File: src/rtl/clib_pkg.sv
// Shared types and constants for the cooked line input buffer.
// No dependencies; every other file but clib_ram refers to this package by scoped names.
package clib_pkg;

    localparam int LINE_DEPTH = 256;
    localparam int CNT_W      = 7;

    localparam logic [7:0] CH_BS    = 8'h08;
    localparam logic [7:0] CH_LF    = 8'h0A;
    localparam logic [7:0] CH_CR    = 8'h0D;
    localparam logic [7:0] CH_DEL   = 8'd127;
    localparam logic [7:0] CH_SPACE = 8'h20;
    localparam logic [7:0] CH_CARET = 8'h5E;
    localparam logic [7:0] CTRL_BIT = 8'h40;

    localparam logic [CNT_W-1:0] MAX_READ = 7'd64;

    typedef enum logic [1:0] {
        RK_ECHO = 2'd0,
        RK_DATA = 2'd1,
        RK_NONE = 2'd2
    } t_rkind;

    typedef enum logic [1:0] {
        CLS_ERASE,
        CLS_NL,
        CLS_CTRL,
        CLS_PLAIN
    } t_cls;

    typedef struct packed {
        logic             is_read;
        t_cls             cls;
        logic [7:0]       data;
        logic [CNT_W-1:0] count;
    } t_cmd;

    typedef enum logic [1:0] {
        S_IDLE,
        S_ERASE_CHK,
        S_ECHO,
        S_READ
    } t_state;

endpackage

File: src/rtl/clib_front.sv
// Front end: accepts input items and classifies them into commands.
// Depends on clib_pkg; feeds clib_queue.
module clib_front (
    input  logic                      i_valid,
    output logic                      o_stall,
    input  logic                      i_kind,
    input  logic [7:0]                i_data_byte,
    input  logic [clib_pkg::CNT_W-1:0] i_read_count,
    input  logic                      i_full,
    output logic                      o_push,
    output clib_pkg::t_cmd            o_cmd
);

    assign o_stall = i_full;
    assign o_push  = i_valid && !i_full;

    always_comb begin
        o_cmd         = '0;
        o_cmd.is_read = i_kind;
        o_cmd.data    = i_data_byte;
        o_cmd.count   = (i_read_count > clib_pkg::MAX_READ) ? clib_pkg::MAX_READ
                                                            : i_read_count;
        // CR is stored as LF, so both fall into the newline class.
        priority if (i_data_byte == clib_pkg::CH_BS || i_data_byte == clib_pkg::CH_DEL) begin
            o_cmd.cls = clib_pkg::CLS_ERASE;
        end else if (i_data_byte == clib_pkg::CH_LF || i_data_byte == clib_pkg::CH_CR) begin
            o_cmd.cls  = clib_pkg::CLS_NL;
            o_cmd.data = clib_pkg::CH_LF;
        end else if (i_data_byte < clib_pkg::CH_SPACE) begin
            o_cmd.cls = clib_pkg::CLS_CTRL;
        end else begin
            o_cmd.cls = clib_pkg::CLS_PLAIN;
        end
    end

endmodule

File: src/rtl/clib_queue.sv
// Two-entry command queue between the front end and the back end.
// Depends on clib_pkg for the command type.
module clib_queue (
    input  logic           i_clk,
    input  logic           i_rst_n,
    input  logic           i_push,
    input  clib_pkg::t_cmd i_cmd,
    output logic           o_full,
    input  logic           i_pop,
    output logic           o_not_empty,
    output clib_pkg::t_cmd o_cmd
);

    clib_pkg::t_cmd r_mem [2];
    logic           r_wr;
    logic           r_rd;
    logic [1:0]     r_cnt;

    assign o_full      = (r_cnt == 2'd2);
    assign o_not_empty = (r_cnt != 2'd0);
    assign o_cmd       = r_mem[r_rd];

    always_ff @(posedge i_clk) begin
        if (i_push) begin
            r_mem[r_wr] <= i_cmd;
        end
    end

    always_ff @(posedge i_clk) begin
        if (!i_rst_n) begin
            r_wr  <= 1'b0;
            r_rd  <= 1'b0;
            r_cnt <= 2'd0;
        end else begin
            if (i_push) begin
                r_wr <= ~r_wr;
            end
            if (i_pop) begin
                r_rd <= ~r_rd;
            end
            r_cnt <= r_cnt + {1'b0, i_push} - {1'b0, i_pop};
        end
    end

endmodule

File: src/rtl/clib_ram.sv
// Generic single-write, single-read RAM with registered read data.
// No dependencies.
module clib_ram #(
    parameter int WIDTH = 8,
    parameter int DEPTH = 256
) (
    input  logic                     i_clk,
    input  logic                     i_we,
    input  logic [$clog2(DEPTH)-1:0] i_waddr,
    input  logic [WIDTH-1:0]         i_wdata,
    input  logic                     i_re,
    input  logic [$clog2(DEPTH)-1:0] i_raddr,
    output logic [WIDTH-1:0]         o_rdata
);

    logic [WIDTH-1:0] r_mem [DEPTH];
    logic [WIDTH-1:0] r_rdata;

    assign o_rdata = r_rdata;

    always_ff @(posedge i_clk) begin
        if (i_we) begin
            r_mem[i_waddr] <= i_wdata;
        end
        if (i_re) begin
            r_rdata <= r_mem[i_raddr];
        end
    end

endmodule

File: src/rtl/clib_back.sv
// Back end: owns the line store, pointers and line count, executes commands
// and drives the result register. Depends on clib_pkg and clib_ram.
module clib_back #(
    parameter int LINE_DEPTH = clib_pkg::LINE_DEPTH
) (
    input  logic           i_clk,
    input  logic           i_rst_n,
    input  logic           i_cmd_valid,
    input  clib_pkg::t_cmd i_cmd,
    output logic           o_pop,
    output logic           o_valid,
    input  logic           i_stall,
    output logic [1:0]     o_result_kind,
    output logic [7:0]     o_out_byte,
    output logic           o_last
);

    localparam int PW = $clog2(LINE_DEPTH);

    clib_pkg::t_state r_state, n_state;
    logic [PW-1:0]    r_rp, n_rp;
    logic [PW-1:0]    r_wp, n_wp;
    logic [PW:0]      r_lines, n_lines;
    logic [7:0]       r_buf [3];
    logic [7:0]       n_buf [3];
    clib_pkg::t_rkind r_ekind, n_ekind;
    logic [1:0]       r_elen, n_elen;
    logic [1:0]       r_eidx, n_eidx;
    logic [clib_pkg::CNT_W-1:0] r_cnt, n_cnt;

    logic             r_ov, n_ov;
    clib_pkg::t_rkind r_okind, n_okind;
    logic [7:0]       r_obyte, n_obyte;
    logic             r_olast, n_olast;

    logic             ram_we;
    logic [PW-1:0]    ram_waddr;
    logic             ram_re;
    logic [PW-1:0]    ram_raddr;
    logic [7:0]       ram_rdata;

    logic             load_ok;
    logic [PW-1:0]    left;
    logic [PW-1:0]    rp_inc;
    logic [PW-1:0]    wp_dec;
    logic             rd_last;

    assign o_valid       = r_ov;
    assign o_result_kind = r_okind;
    assign o_out_byte    = r_obyte;
    assign o_last        = r_olast;

    assign load_ok = !r_ov || !i_stall;
    assign rp_inc  = r_rp + PW'(1);
    assign wp_dec  = r_wp - PW'(1);
    // Free space as the ring counts it: one slot is always kept empty.
    assign left    = (r_rp <= r_wp) ? PW'(r_rp - r_wp - PW'(1)) : PW'(r_rp - r_wp);
    assign rd_last = (ram_rdata == clib_pkg::CH_LF) || (rp_inc == r_wp)
                     || (r_cnt == clib_pkg::CNT_W'(1));

    clib_ram #(
        .WIDTH (8),
        .DEPTH (LINE_DEPTH)
    ) u_store (
        .i_clk   (i_clk),
        .i_we    (ram_we),
        .i_waddr (ram_waddr),
        .i_wdata (i_cmd.data),
        .i_re    (ram_re),
        .i_raddr (ram_raddr),
        .o_rdata (ram_rdata)
    );

    always_comb begin
        n_state   = r_state;
        n_rp      = r_rp;
        n_wp      = r_wp;
        n_lines   = r_lines;
        n_buf     = r_buf;
        n_ekind   = r_ekind;
        n_elen    = r_elen;
        n_eidx    = r_eidx;
        n_cnt     = r_cnt;
        n_ov      = r_ov && i_stall;
        n_okind   = r_okind;
        n_obyte   = r_obyte;
        n_olast   = r_olast;
        o_pop     = 1'b0;
        ram_we    = 1'b0;
        ram_waddr = r_wp;
        ram_re    = 1'b0;
        ram_raddr = r_rp;

        unique case (r_state)
            clib_pkg::S_IDLE: begin
                if (i_cmd_valid) begin
                    o_pop   = 1'b1;
                    n_eidx  = 2'd0;
                    n_ekind = clib_pkg::RK_ECHO;
                    if (i_cmd.is_read) begin
                        if (r_lines == '0 || r_rp == r_wp) begin
                            n_ekind  = clib_pkg::RK_NONE;
                            n_buf[0] = 8'h00;
                            n_elen   = 2'd1;
                            n_state  = clib_pkg::S_ECHO;
                        end else if (i_cmd.count != '0) begin
                            ram_re    = 1'b1;
                            ram_raddr = r_rp;
                            n_cnt     = i_cmd.count;
                            n_state   = clib_pkg::S_READ;
                        end
                    end else if (i_cmd.cls == clib_pkg::CLS_ERASE) begin
                        if (r_rp != r_wp) begin
                            ram_re    = 1'b1;
                            ram_raddr = wp_dec;
                            n_state   = clib_pkg::S_ERASE_CHK;
                        end
                    end else if (!(left <= PW'(1) ||
                                   (left <= PW'(2) && i_cmd.cls != clib_pkg::CLS_NL))) begin
                        ram_we    = 1'b1;
                        ram_waddr = r_wp;
                        n_wp      = r_wp + PW'(1);
                        n_state   = clib_pkg::S_ECHO;
                        unique case (i_cmd.cls)
                            clib_pkg::CLS_NL: begin
                                n_lines  = r_lines + (PW+1)'(1);
                                n_buf[0] = clib_pkg::CH_CR;
                                n_buf[1] = clib_pkg::CH_LF;
                                n_elen   = 2'd2;
                            end
                            clib_pkg::CLS_CTRL: begin
                                n_buf[0] = clib_pkg::CH_CARET;
                                n_buf[1] = i_cmd.data | clib_pkg::CTRL_BIT;
                                n_elen   = 2'd2;
                            end
                            default: begin
                                n_buf[0] = i_cmd.data;
                                n_elen   = 2'd1;
                            end
                        endcase
                    end
                end
            end
            clib_pkg::S_ERASE_CHK: begin
                // A stored LF closes a line and is never erased.
                if (ram_rdata == clib_pkg::CH_LF) begin
                    n_state = clib_pkg::S_IDLE;
                end else begin
                    n_wp     = wp_dec;
                    n_buf[0] = clib_pkg::CH_BS;
                    n_buf[1] = clib_pkg::CH_SPACE;
                    n_buf[2] = clib_pkg::CH_BS;
                    n_elen   = 2'd3;
                    n_state  = clib_pkg::S_ECHO;
                end
            end
            clib_pkg::S_ECHO: begin
                if (load_ok) begin
                    n_ov    = 1'b1;
                    n_okind = r_ekind;
                    n_obyte = r_buf[r_eidx];
                    n_olast = (r_eidx == r_elen - 2'd1);
                    if (r_eidx == r_elen - 2'd1) begin
                        n_state = clib_pkg::S_IDLE;
                    end else begin
                        n_eidx = r_eidx + 2'd1;
                    end
                end
            end
            clib_pkg::S_READ: begin
                // Read data stays in the RAM output register until the next read.
                if (load_ok) begin
                    n_ov    = 1'b1;
                    n_okind = clib_pkg::RK_DATA;
                    n_obyte = ram_rdata;
                    n_olast = rd_last;
                    n_rp    = rp_inc;
                    if (ram_rdata == clib_pkg::CH_LF) begin
                        n_lines = r_lines - (PW+1)'(1);
                    end
                    if (rd_last) begin
                        n_state = clib_pkg::S_IDLE;
                    end else begin
                        ram_re    = 1'b1;
                        ram_raddr = rp_inc;
                        n_cnt     = r_cnt - clib_pkg::CNT_W'(1);
                    end
                end
            end
            default: begin
                n_state = clib_pkg::S_IDLE;
            end
        endcase
    end

    always_ff @(posedge i_clk) begin
        if (!i_rst_n) begin
            r_state <= clib_pkg::S_IDLE;
            r_rp    <= '0;
            r_wp    <= '0;
            r_lines <= '0;
            r_ov    <= 1'b0;
        end else begin
            r_state <= n_state;
            r_rp    <= n_rp;
            r_wp    <= n_wp;
            r_lines <= n_lines;
            r_ov    <= n_ov;
        end
    end

    always_ff @(posedge i_clk) begin
        r_buf   <= n_buf;
        r_ekind <= n_ekind;
        r_elen  <= n_elen;
        r_eidx  <= n_eidx;
        r_cnt   <= n_cnt;
        r_okind <= n_okind;
        r_obyte <= n_obyte;
        r_olast <= n_olast;
    end

endmodule

File: src/rtl/cooked_line_input_buffer_top.sv
// A received byte is executed by the back end and then echoed one echo byte at a time
// (erase first reads the line store); a read returns its result bytes one at a time.
// The back end runs one command at a time and takes no new command until the last
// result of the current one is loaded; any output stall holds it further.
// A two-entry command queue lets the front end keep accepting while results wait.
// Reset clears pointers, line count and handshake state; the store is not cleared.
module cooked_line_input_buffer_top #(
    parameter int LINE_DEPTH = clib_pkg::LINE_DEPTH
) (
    input  logic                       i_clk,
    input  logic                       i_rst_n,
    input  logic                       i_valid,
    output logic                       o_stall,
    input  logic                       i_kind,
    input  logic [7:0]                 i_data_byte,
    input  logic [clib_pkg::CNT_W-1:0] i_read_count,
    output logic                       o_valid,
    input  logic                       i_stall,
    output logic [1:0]                 o_result_kind,
    output logic [7:0]                 o_out_byte,
    output logic                       o_last
);

    logic           push;
    logic           full;
    logic           pop;
    logic           not_empty;
    clib_pkg::t_cmd front_cmd;
    clib_pkg::t_cmd head_cmd;

    clib_front u_front (
        .i_valid      (i_valid),
        .o_stall      (o_stall),
        .i_kind       (i_kind),
        .i_data_byte  (i_data_byte),
        .i_read_count (i_read_count),
        .i_full       (full),
        .o_push       (push),
        .o_cmd        (front_cmd)
    );

    clib_queue u_queue (
        .i_clk       (i_clk),
        .i_rst_n     (i_rst_n),
        .i_push      (push),
        .i_cmd       (front_cmd),
        .o_full      (full),
        .i_pop       (pop),
        .o_not_empty (not_empty),
        .o_cmd       (head_cmd)
    );

    clib_back #(
        .LINE_DEPTH (LINE_DEPTH)
    ) u_back (
        .i_clk         (i_clk),
        .i_rst_n       (i_rst_n),
        .i_cmd_valid   (not_empty),
        .i_cmd         (head_cmd),
        .o_pop         (pop),
        .o_valid       (o_valid),
        .i_stall       (i_stall),
        .o_result_kind (o_result_kind),
        .o_out_byte    (o_out_byte),
        .o_last        (o_last)
    );

endmodule

File: config.mk
export PLATFORM = sky130hd
export DESIGN_NAME = cooked_line_input_buffer_top
export DESIGN_NICKNAME = d
export VERILOG_FILES = /design/src/rtl/clib_pkg.sv /design/src/rtl/clib_front.sv /design/src/rtl/clib_queue.sv /design/src/rtl/clib_ram.sv /design/src/rtl/clib_back.sv /design/src/rtl/cooked_line_input_buffer_top.sv
export SDC_FILE = /design/constraint.sdc
export NUM_CORES = 2
export LEC_CHECK = 0
export BUFFER_PORTS_ARGS = -buffer_cell sky130_fd_sc_hd__buf_4
export CORE_MARGIN = 2
export CORE_UTILIZATION = 35
export CTS_BUF_LIST = sky130_fd_sc_hd__clkbuf_2
export CTS_CLUSTER_SIZE = 25
export DETAILED_ROUTE_END_ITERATION = 6
export PLACE_DENSITY = 0.49
export SYNTH_ARGS = -nofsm -noshare
export SYNTH_HDL_FRONTEND = slang
export SYNTH_HIERARCHICAL = 1
export SYNTH_SLANG_ARGS = --single-unit
File: constraint.sdc
create_clock -name i_clk -period 5.35 [get_ports i_clk]
set_clock_uncertainty 0.15 [all_clocks]
set_input_delay 1.07 -clock i_clk [delete_from_list [all_inputs] [get_ports i_clk]]
set_output_delay 1.07 -clock i_clk [all_outputs]
set_load 0.02 [all_outputs]
# == Yosys cells after proc, flatten, opt, wreduce, memory -nomap -nowiden ==
# Memory sizes are Yosys's and may differ from the RTL's. A register that Yosys moved wholly into a read port is not among the register bits.
# Index checks and enable logic that the tools add are counted.
# Widths: inputs -> output; s select.
# totals
output_inout_bits,13
mem_bits_ro,0
elab_cells,221
input_bits,20
ramBits,2084
n_memories,2
latch_bits,0
reg_bits,72
# op_classes
reduce_logical,34
eq_ne,40
n_lt_le_gt_ge,6
n_shift,0
div,0
mux,107
bitwise_logic,3
add_sub_neg,12
multipliers,0
# mem_list
memory,words,width,read_ports,rd_ports_with_merged_regs,wr,line,text
u_back.u_store.r_mem,256,8,1,1,1,clib_ram.sv:16,logic [WIDTH-1:0] r_mem [DEPTH];
u_queue.r_mem,2,18,1,1,1,clib_queue.sv:14,clib_pkg::t_cmd r_mem [2];
# op_table
operator,n
$mux 8,21
$pmux 8 s2,5
$mux 9,7
$mux 2,27
$mux 7,7
$mux 16,3
$eq 8x4->1 const B,4
$pmux 16 s2,1
$mux 1,26
$mux 24,1
$ne 2x2->1 const B,10
$pmux 9 s2,1
$add 8x1->8 const B,2
$bmux 8 s2,1
$eq 8x8->1,2
$reduce_and 8->1,2
$sub 8x1->8 const B,2
$ne 2x1->1 const B,7
$pmux 7 s2,1
$reduce_and 7->1,2
$pmux 2 s2,3
$reduce_and 6->1,2
$reduce_bool 2->1,5
$add 9x1->9 const B,1
other kinds (38),59

# == Depth between registers and ports, before layout ==
# logic_depth
ltp_word,13
depth_mapped,21
mapped_depth_nobuf,16

# == Cells and area by module ==
# Netlist, hierarchy kept.
# by_module_without_submodules
module,area_per_inst_um2,instances,cells_each,seq_area_each_um2
clib_ram,79636.4,1,3733,61739.2
clib_back,5063.6,1,573,1731.7
clib_queue,1580.3,1,77,1181.1
clib_front,220.2,1,34,0.0

# == Worst setup path before layout ==
# No wires, ideal clock.
# synth_path
kind,reg2reg
from,reg u_back.r_wp[4]
to,reg u_back.u_store.r_rdata[0] (netlist: u_back/u_store/o_rdata[0]) (read register of u_back.u_store.r_mem) (data pin)
required_time_ns,4.931
path_stages_with_launch,21
period_less_slack_ns,4.451
n_path_buf,7
arrival_time_ns,4.032
slack_ns,0.899
setup_time_ns,0.269
cell_sequence,dfxtp_1 -> clkbuf_1 -> inv_1 -> ha_1 -> buf_4 -> nand4_2 -> or2_4 -> and3_1 -> buf_1 -> nand2_1 -> o211ai_1 -> o211ai_1 -> buf_2 -> buf_4 -> buf_2 -> buf_1 -> mux4_2 -> a22oi_1 -> a21oi_1 -> nor4_1 -> nor4_2
# synth_between
elab_chain_cells,6
word_cells_on_any_way,22
cone_classes,1 x add/sub; 3 x eq/ne; 15 x mux; 3 x reduce/logical
# synth_rtl
item,line,text
"start, declared",clib_back.sv:22,"logic [PW-1:0] r_wp, n_wp;"
"start signal, assigned",clib_back.sv:206,r_wp <= n_wp;
$ne 8x8->1 / $eq 8x8->1 (equally long branches),"clib_back.sv:113, clib_back.sv:58",
$mux 8 / $logic_or 1x1->1 (equally long branches),"clib_back.sv:113, clib_back.sv:58",
$mux 8 / $logic_or 1x1->1 (equally long branches),"clib_back.sv:112, clib_back.sv:59",
"$mux 8, on equally long branches","clib_back.sv:100, clib_back.sv:181",
"$mux 8, on equally long branches","clib_back.sv:96, clib_back.sv:172",
$pmux 8 s2 *,clib_back.sv:94,unique case (r_state)
net u_back.ram_raddr[1],clib_back.sv:39,logic [PW-1:0] ram_raddr;
"end, declared",clib_ram.sv:17,logic [WIDTH-1:0] r_rdata;
# The timed path passes the listed nets; every way through them passes the cells marked *.
# A chain may end at the register's enable or synchronous reset.

# == Worst setup path in the final report ==
# layout_path
from,reg u_back.r_wp[2]
to,reg u_back.u_store.r_rdata[0] (netlist: u_back/u_store/o_rdata[0]) (read register of u_back.u_store.r_mem) (data pin)
# The elaborated chain is that of the path after synthesis.

==> run_summary.xml <==
<?xml version="1.0" encoding="UTF-8"?>
<metrics>
  <group name="timing">
    <metric name="slew_headroom" unit="%">14.7</metric>
    <metric name="timing_hold_violations_final" unit="">0</metric>
    <metric name="maxClockFrequency" unit="GHz">0.196</metric>
    <metric name="setup_viol" unit="">0</metric>
    <metric name="post-route-min-period" unit="ns">5.11</metric>
    <metric name="maxSlewViolCount" unit="">0</metric>
    <metric name="tightest_slew" unit="ns">1.28</metric>
    <metric name="fin_crit_sh" unit="%">95.5</metric>
    <metric name="hold_ws" unit="ns">0.293</metric>
  </group>
  <group name="floorplanning">
    <metric name="io-pin-count" unit="">33</metric>
    <metric name="die_w" unit="um">501</metric>
    <metric name="num_rows" unit="">182</metric>
    <metric name="die-area" unit="um2">251000</metric>
    <metric name="coreArea" unit="um2">246000</metric>
    <metric name="chipHeight" unit="um">501</metric>
    <metric name="floorplan.initialDensity" unit="%">35.2</metric>
  </group>
  <group name="synthesis">
    <metric name="async_reset_ff_share" unit="%">0</metric>
    <metric name="synth.ff_latch_count" unit="">2164</metric>
    <metric name="ys_dominant_reg_cell" unit="">sky130_fd_sc_hd__edfxtp_1</metric>
    <metric name="synthesis.nets" unit="">4469</metric>
    <metric name="synth_edf_count" unit="">2131</metric>
    <metric name="post_synth.cell_area_avg" unit="um2">19.6</metric>
    <metric name="synth_cell_types" unit="">104</metric>
    <metric name="synth_cells" unit="">4417</metric>
    <metric name="synth_warnings" unit="">6</metric>
    <metric name="synth-seq-area-share" unit="%">74.7</metric>
    <metric name="syn-cell-area" unit="um2">86500</metric>
  </group>
  <group name="drt">
    <metric name="drt_drc_violations_left" unit="">0</metric>
    <metric name="first_iter_violations" unit="">4328</metric>
    <metric name="wl_per_cell" unit="um">27.6</metric>
    <metric name="vias" unit="">46900</metric>
    <metric name="drtPass1Iterations" unit="">6</metric>
    <metric name="detail_route.wirelength" unit="mm">242</metric>
    <metric name="vias_per_cell" unit="">5.34</metric>
    <metric name="route.antenna.remaining_nets" unit="">0</metric>
  </group>
  <group name="setup_path">
    <metric name="cp_data_arrival_time" unit="ns">6.51</metric>
    <metric name="cp_max_fo" unit="">15</metric>
    <metric name="timing.critical_path.from_type" unit="">register</metric>
    <metric name="worstPathCellList" unit="">inv_1 &gt; ha_1 &gt; nand4_1 &gt; or2_4 &gt; nand3_1 &gt; a21oi_1 &gt; a2bb2oi_1 &gt; o31ai_4 &gt; buf_4 &gt; buf_12 &gt; buf_12 &gt; mux4_2 &gt; a22oi_1 &gt; a21oi_1 &gt; nor4_4 &gt; buf_4 &gt; nor4_2</metric>
    <metric name="cp_required" unit="ns">6.75</metric>
    <metric name="worst-path-buf-inv" unit="">5</metric>
    <metric name="timing.setup.critical_path_class" unit="">reg -&gt; reg</metric>
    <metric name="crit_family" unit="">compound AO/OA/AOI/OAI gates</metric>
    <metric name="worst_setup_path_end_kind" unit="">register</metric>
    <metric name="worst_path_max_delay_cell" unit="">sky130_fd_sc_hd__dfxtp_1</metric>
    <metric name="critical-path-max-stage-delay" unit="ns">0.57</metric>
  </group>
  <group name="pwr">
    <metric name="power.ir.vdd_worst" unit="mV">0.258</metric>
    <metric name="power_density" unit="nW/um2">359</metric>
    <metric name="power_leakage" unit="nW">31.0</metric>
  </group>
  <group name="final_layout">
    <metric name="final_cell_count_no_fill" unit="">8773</metric>
    <metric name="layout_commonest_cell" unit="">sky130_fd_sc_hd__edfxtp_1</metric>
    <metric name="final_net_count" unit="">5224</metric>
    <metric name="n_fill_cell" unit="">22400</metric>
    <metric name="most_used_cells_in_the_layout_excluding_fill_and_tap_cells" unit="">2131 x sky130_fd_sc_hd__edfxtp_1, 810 x sky130_fd_sc_hd__clkbuf_2, 454 x sky130_fd_sc_hd__mux4_2</metric>
    <metric name="syn_to_final_growth" unit="%">14.1</metric>
    <metric name="drive_gt1_share" unit="%">32.9</metric>
  </group>
  <group name="global_routing">
    <metric name="grt_most_used_layer" unit="">met2</metric>
    <metric name="number_of_antenna_violations_at_the_first_check_in_global_routing" unit="">15</metric>
    <metric name="gr-total-overflow" unit="">0</metric>
    <metric name="grt_first_pass_wirelength" unit="mm">346</metric>
    <metric name="use_met1" unit="%">26.3</metric>
    <metric name="grt_util_met2" unit="%">30.2</metric>
    <metric name="met3_usage" unit="%">3.91</metric>
    <metric name="first_global_vias" unit="">48300</metric>
    <metric name="groute.usage.overall" unit="%">19.0</metric>
    <metric name="maximum_number_of_pins_on_one_net_before_global_route_repair" unit="">143</metric>
  </group>
  <group name="clock_tree">
    <metric name="clock_path_buffers" unit="">4</metric>
    <metric name="num_cts_buffers" unit="">577</metric>
    <metric name="cts.reportedPaths.clkPinSlew" unit="ns">0.11</metric>
    <metric name="worstSkewPairLatency" unit="ns">1.84</metric>
    <metric name="cts-root-buf" unit="">sky130_fd_sc_hd__clkbuf_2</metric>
    <metric name="clock_tree_from_tritoncts" unit="">yes</metric>
    <metric name="h-tree-depth" unit="">6</metric>
    <metric name="cts_sinks" unit="">2164</metric>
  </group>
  <group name="placed_design">
    <metric name="detailed_place_hpwl" unit="mm">150</metric>
    <metric name="place_inst" unit="">7760</metric>
    <metric name="port_buffers" unit="">32</metric>
    <metric name="globalplace.congestion" unit="">0.839</metric>
  </group>
  <group name="flow_run">
    <metric name="drv.max_cap_violation_count" unit="">0</metric>
  </group>
  <group name="status">
    <metric name="run_status" unit="">finished, final reports clean</metric>
  </group>
  <group name="worst_hold_path">
    <metric name="hold_path_class" unit="">in -&gt; reg</metric>
  </group>
</metrics>
## state kept, by name, indices dropped and copies added (netlist names), 2 cells and up, named ones only
signal,cells
u_queue/r_cnt,2
u_back/r_rp,8
u_queue/r_mem,36
u_back/r_wp,8
u_back/r_elen,2
u_back/u_store/o_rdata,8
u_back/u_store/r_mem,2048
u_back/r_state,2
u_back/r_buf,16
u_back/o_out_byte,8
u_back/o_result_kind,2
u_back/r_lines,9
u_back/r_cnt,7
u_back/r_eidx,2
## cell usage after synthesis (25+ instances only)
master / instances / area (um2)
sky130_fd_sc_hd__edfxtp_1: 2131 / 64000
sky130_fd_sc_hd__mux4_2: 454 / 10200
sky130_fd_sc_hd__nor2_1: 332 / 1250
sky130_fd_sc_hd__mux2i_1: 154 / 1540
sky130_fd_sc_hd__a22oi_1: 135 / 1010
sky130_fd_sc_hd__clkbuf_1: 133 / 499
sky130_fd_sc_hd__a21oi_1: 126 / 631
sky130_fd_sc_hd__nand2_1: 94 / 353
sky130_fd_sc_hd__nor2b_1: 58 / 363
sky130_fd_sc_hd__nand3_1: 50 / 250
sky130_fd_sc_hd__o221ai_1: 46 / 403
sky130_fd_sc_hd__o21ai_0: 39 / 195
sky130_fd_sc_hd__buf_2: 35 / 175
sky130_fd_sc_hd__inv_1: 35 / 131
sky130_fd_sc_hd__nor3_1: 35 / 175
sky130_fd_sc_hd__dfxtp_1: 33 / 661
sky130_fd_sc_hd__o22ai_1: 33 / 206
sky130_fd_sc_hd__buf_4: 31 / 233
sky130_fd_sc_hd__ha_1: 30 / 375
sky130_fd_sc_hd__nor4_1: 28 / 175
sky130_fd_sc_hd__xnor2_1: 28 / 245
sky130_fd_sc_hd__buf_1: 25 / 93.8
## path summary, 6_finish.rpt
kind	start	to	slack [ns]	cells after the start
setup reg to reg	u_back/r_wp[2]	u_back/u_store/o_rdata[0]	0.24	17
hold / removal	i_data_byte[6]	u_queue/r_mem[1][15]	0.29	5
hold reg to reg	u_back/r_lines[8]	u_back/r_lines[8]	0.34	2
setup / recovery	u_back/r_wp[2]	u_back/u_store/o_rdata[0]	0.24	17
## tightest hold or removal path: stages
cell	delay, ns
sky130_fd_sc_hd__dlygate4sd3_1	0.53
sky130_fd_sc_hd__buf_4	0.11
sky130_fd_sc_hd__or3_4	0.14
sky130_fd_sc_hd__a21oi_1	0.05
sky130_fd_sc_hd__a21oi_1	0.19
## where the power goes
part	internal [W]	switching, W
logic	0.000982	0.00283
registers	0.0201	0.000109
clock network	0.00471	0.00671
total	0.0258	0.00966
## layout make-up
type	count	area [um2]	share of cell area (%)
Clock buffer	810	4050	4.11
Tap cell	3220	4030	4.08
Antenna cell	11	27.5	0.0279
Inverter	37	139	0.141
Timing Repair Buffer	446	4310	4.37
Clock inverter	139	935	0.947
Sequential cell	2164	64700	65.5
Multi-Input combinational cell	1946	20500	20.8
## kinds of logic (layout without fill, tap and decap cells)
kind of cell	count (synthesis)	after routing	share of synthesized area, %
xor+xnor	37	37	0.391
flops	2164	2164	74.7
fa+ha+maj	32	32	0.480
other cells	0	11	0
mux	631	631	14.0
compound gates	530	530	4.34
buf+inv	307	1432	2.06
simple gates	716	716	4.01
## repair_timing
| action | CTS | global route |
|---|---|---|
| setup buffers | 0 | 6 |
| hold buffers | 44 | 0 |
| endpoints found under the hold margin | 125 | 0 |
| pin swaps | 0 | 5 |
| gates resized for setup | 14 | 22 |
| gates cloned | 0 | 3 |
| setup endpoints to repair | 7 | 8 |
## per-layer routing
metal / routed length (um) / vias up / part of all wire (%)
met5: 47 / - / 0.019
li1: - / 20100 / -
met2: 116000 / 1615 / 48
met1: 106000 / 24900 / 44
met4: 5280 / 6 / 2.2
met3: 14900 / 344 / 6.1
## stage by stage
step / util (%) / TNS (ns) / instance area [um2] / total power, W / setup WS, ns
floorplan: - / 0 / 86500 / 0.0226 / 0.899
global route: 40.1 / -0.00209 / 98600 / 0.0370 / -0.00123
detailed placement: 37.8 / -1.16 / 92800 / 0.0244 / -0.294
global placement: 37.8 / -1.35 / 92800 / 0.0243 / -0.377
CTS: 40.0 / -0.00635 / 98400 / 0.0359 / -0.00635
finish: 40.1 / 0 / 98700 / 0.0354 / 0.239
Power figures use the tool's default switching activity.
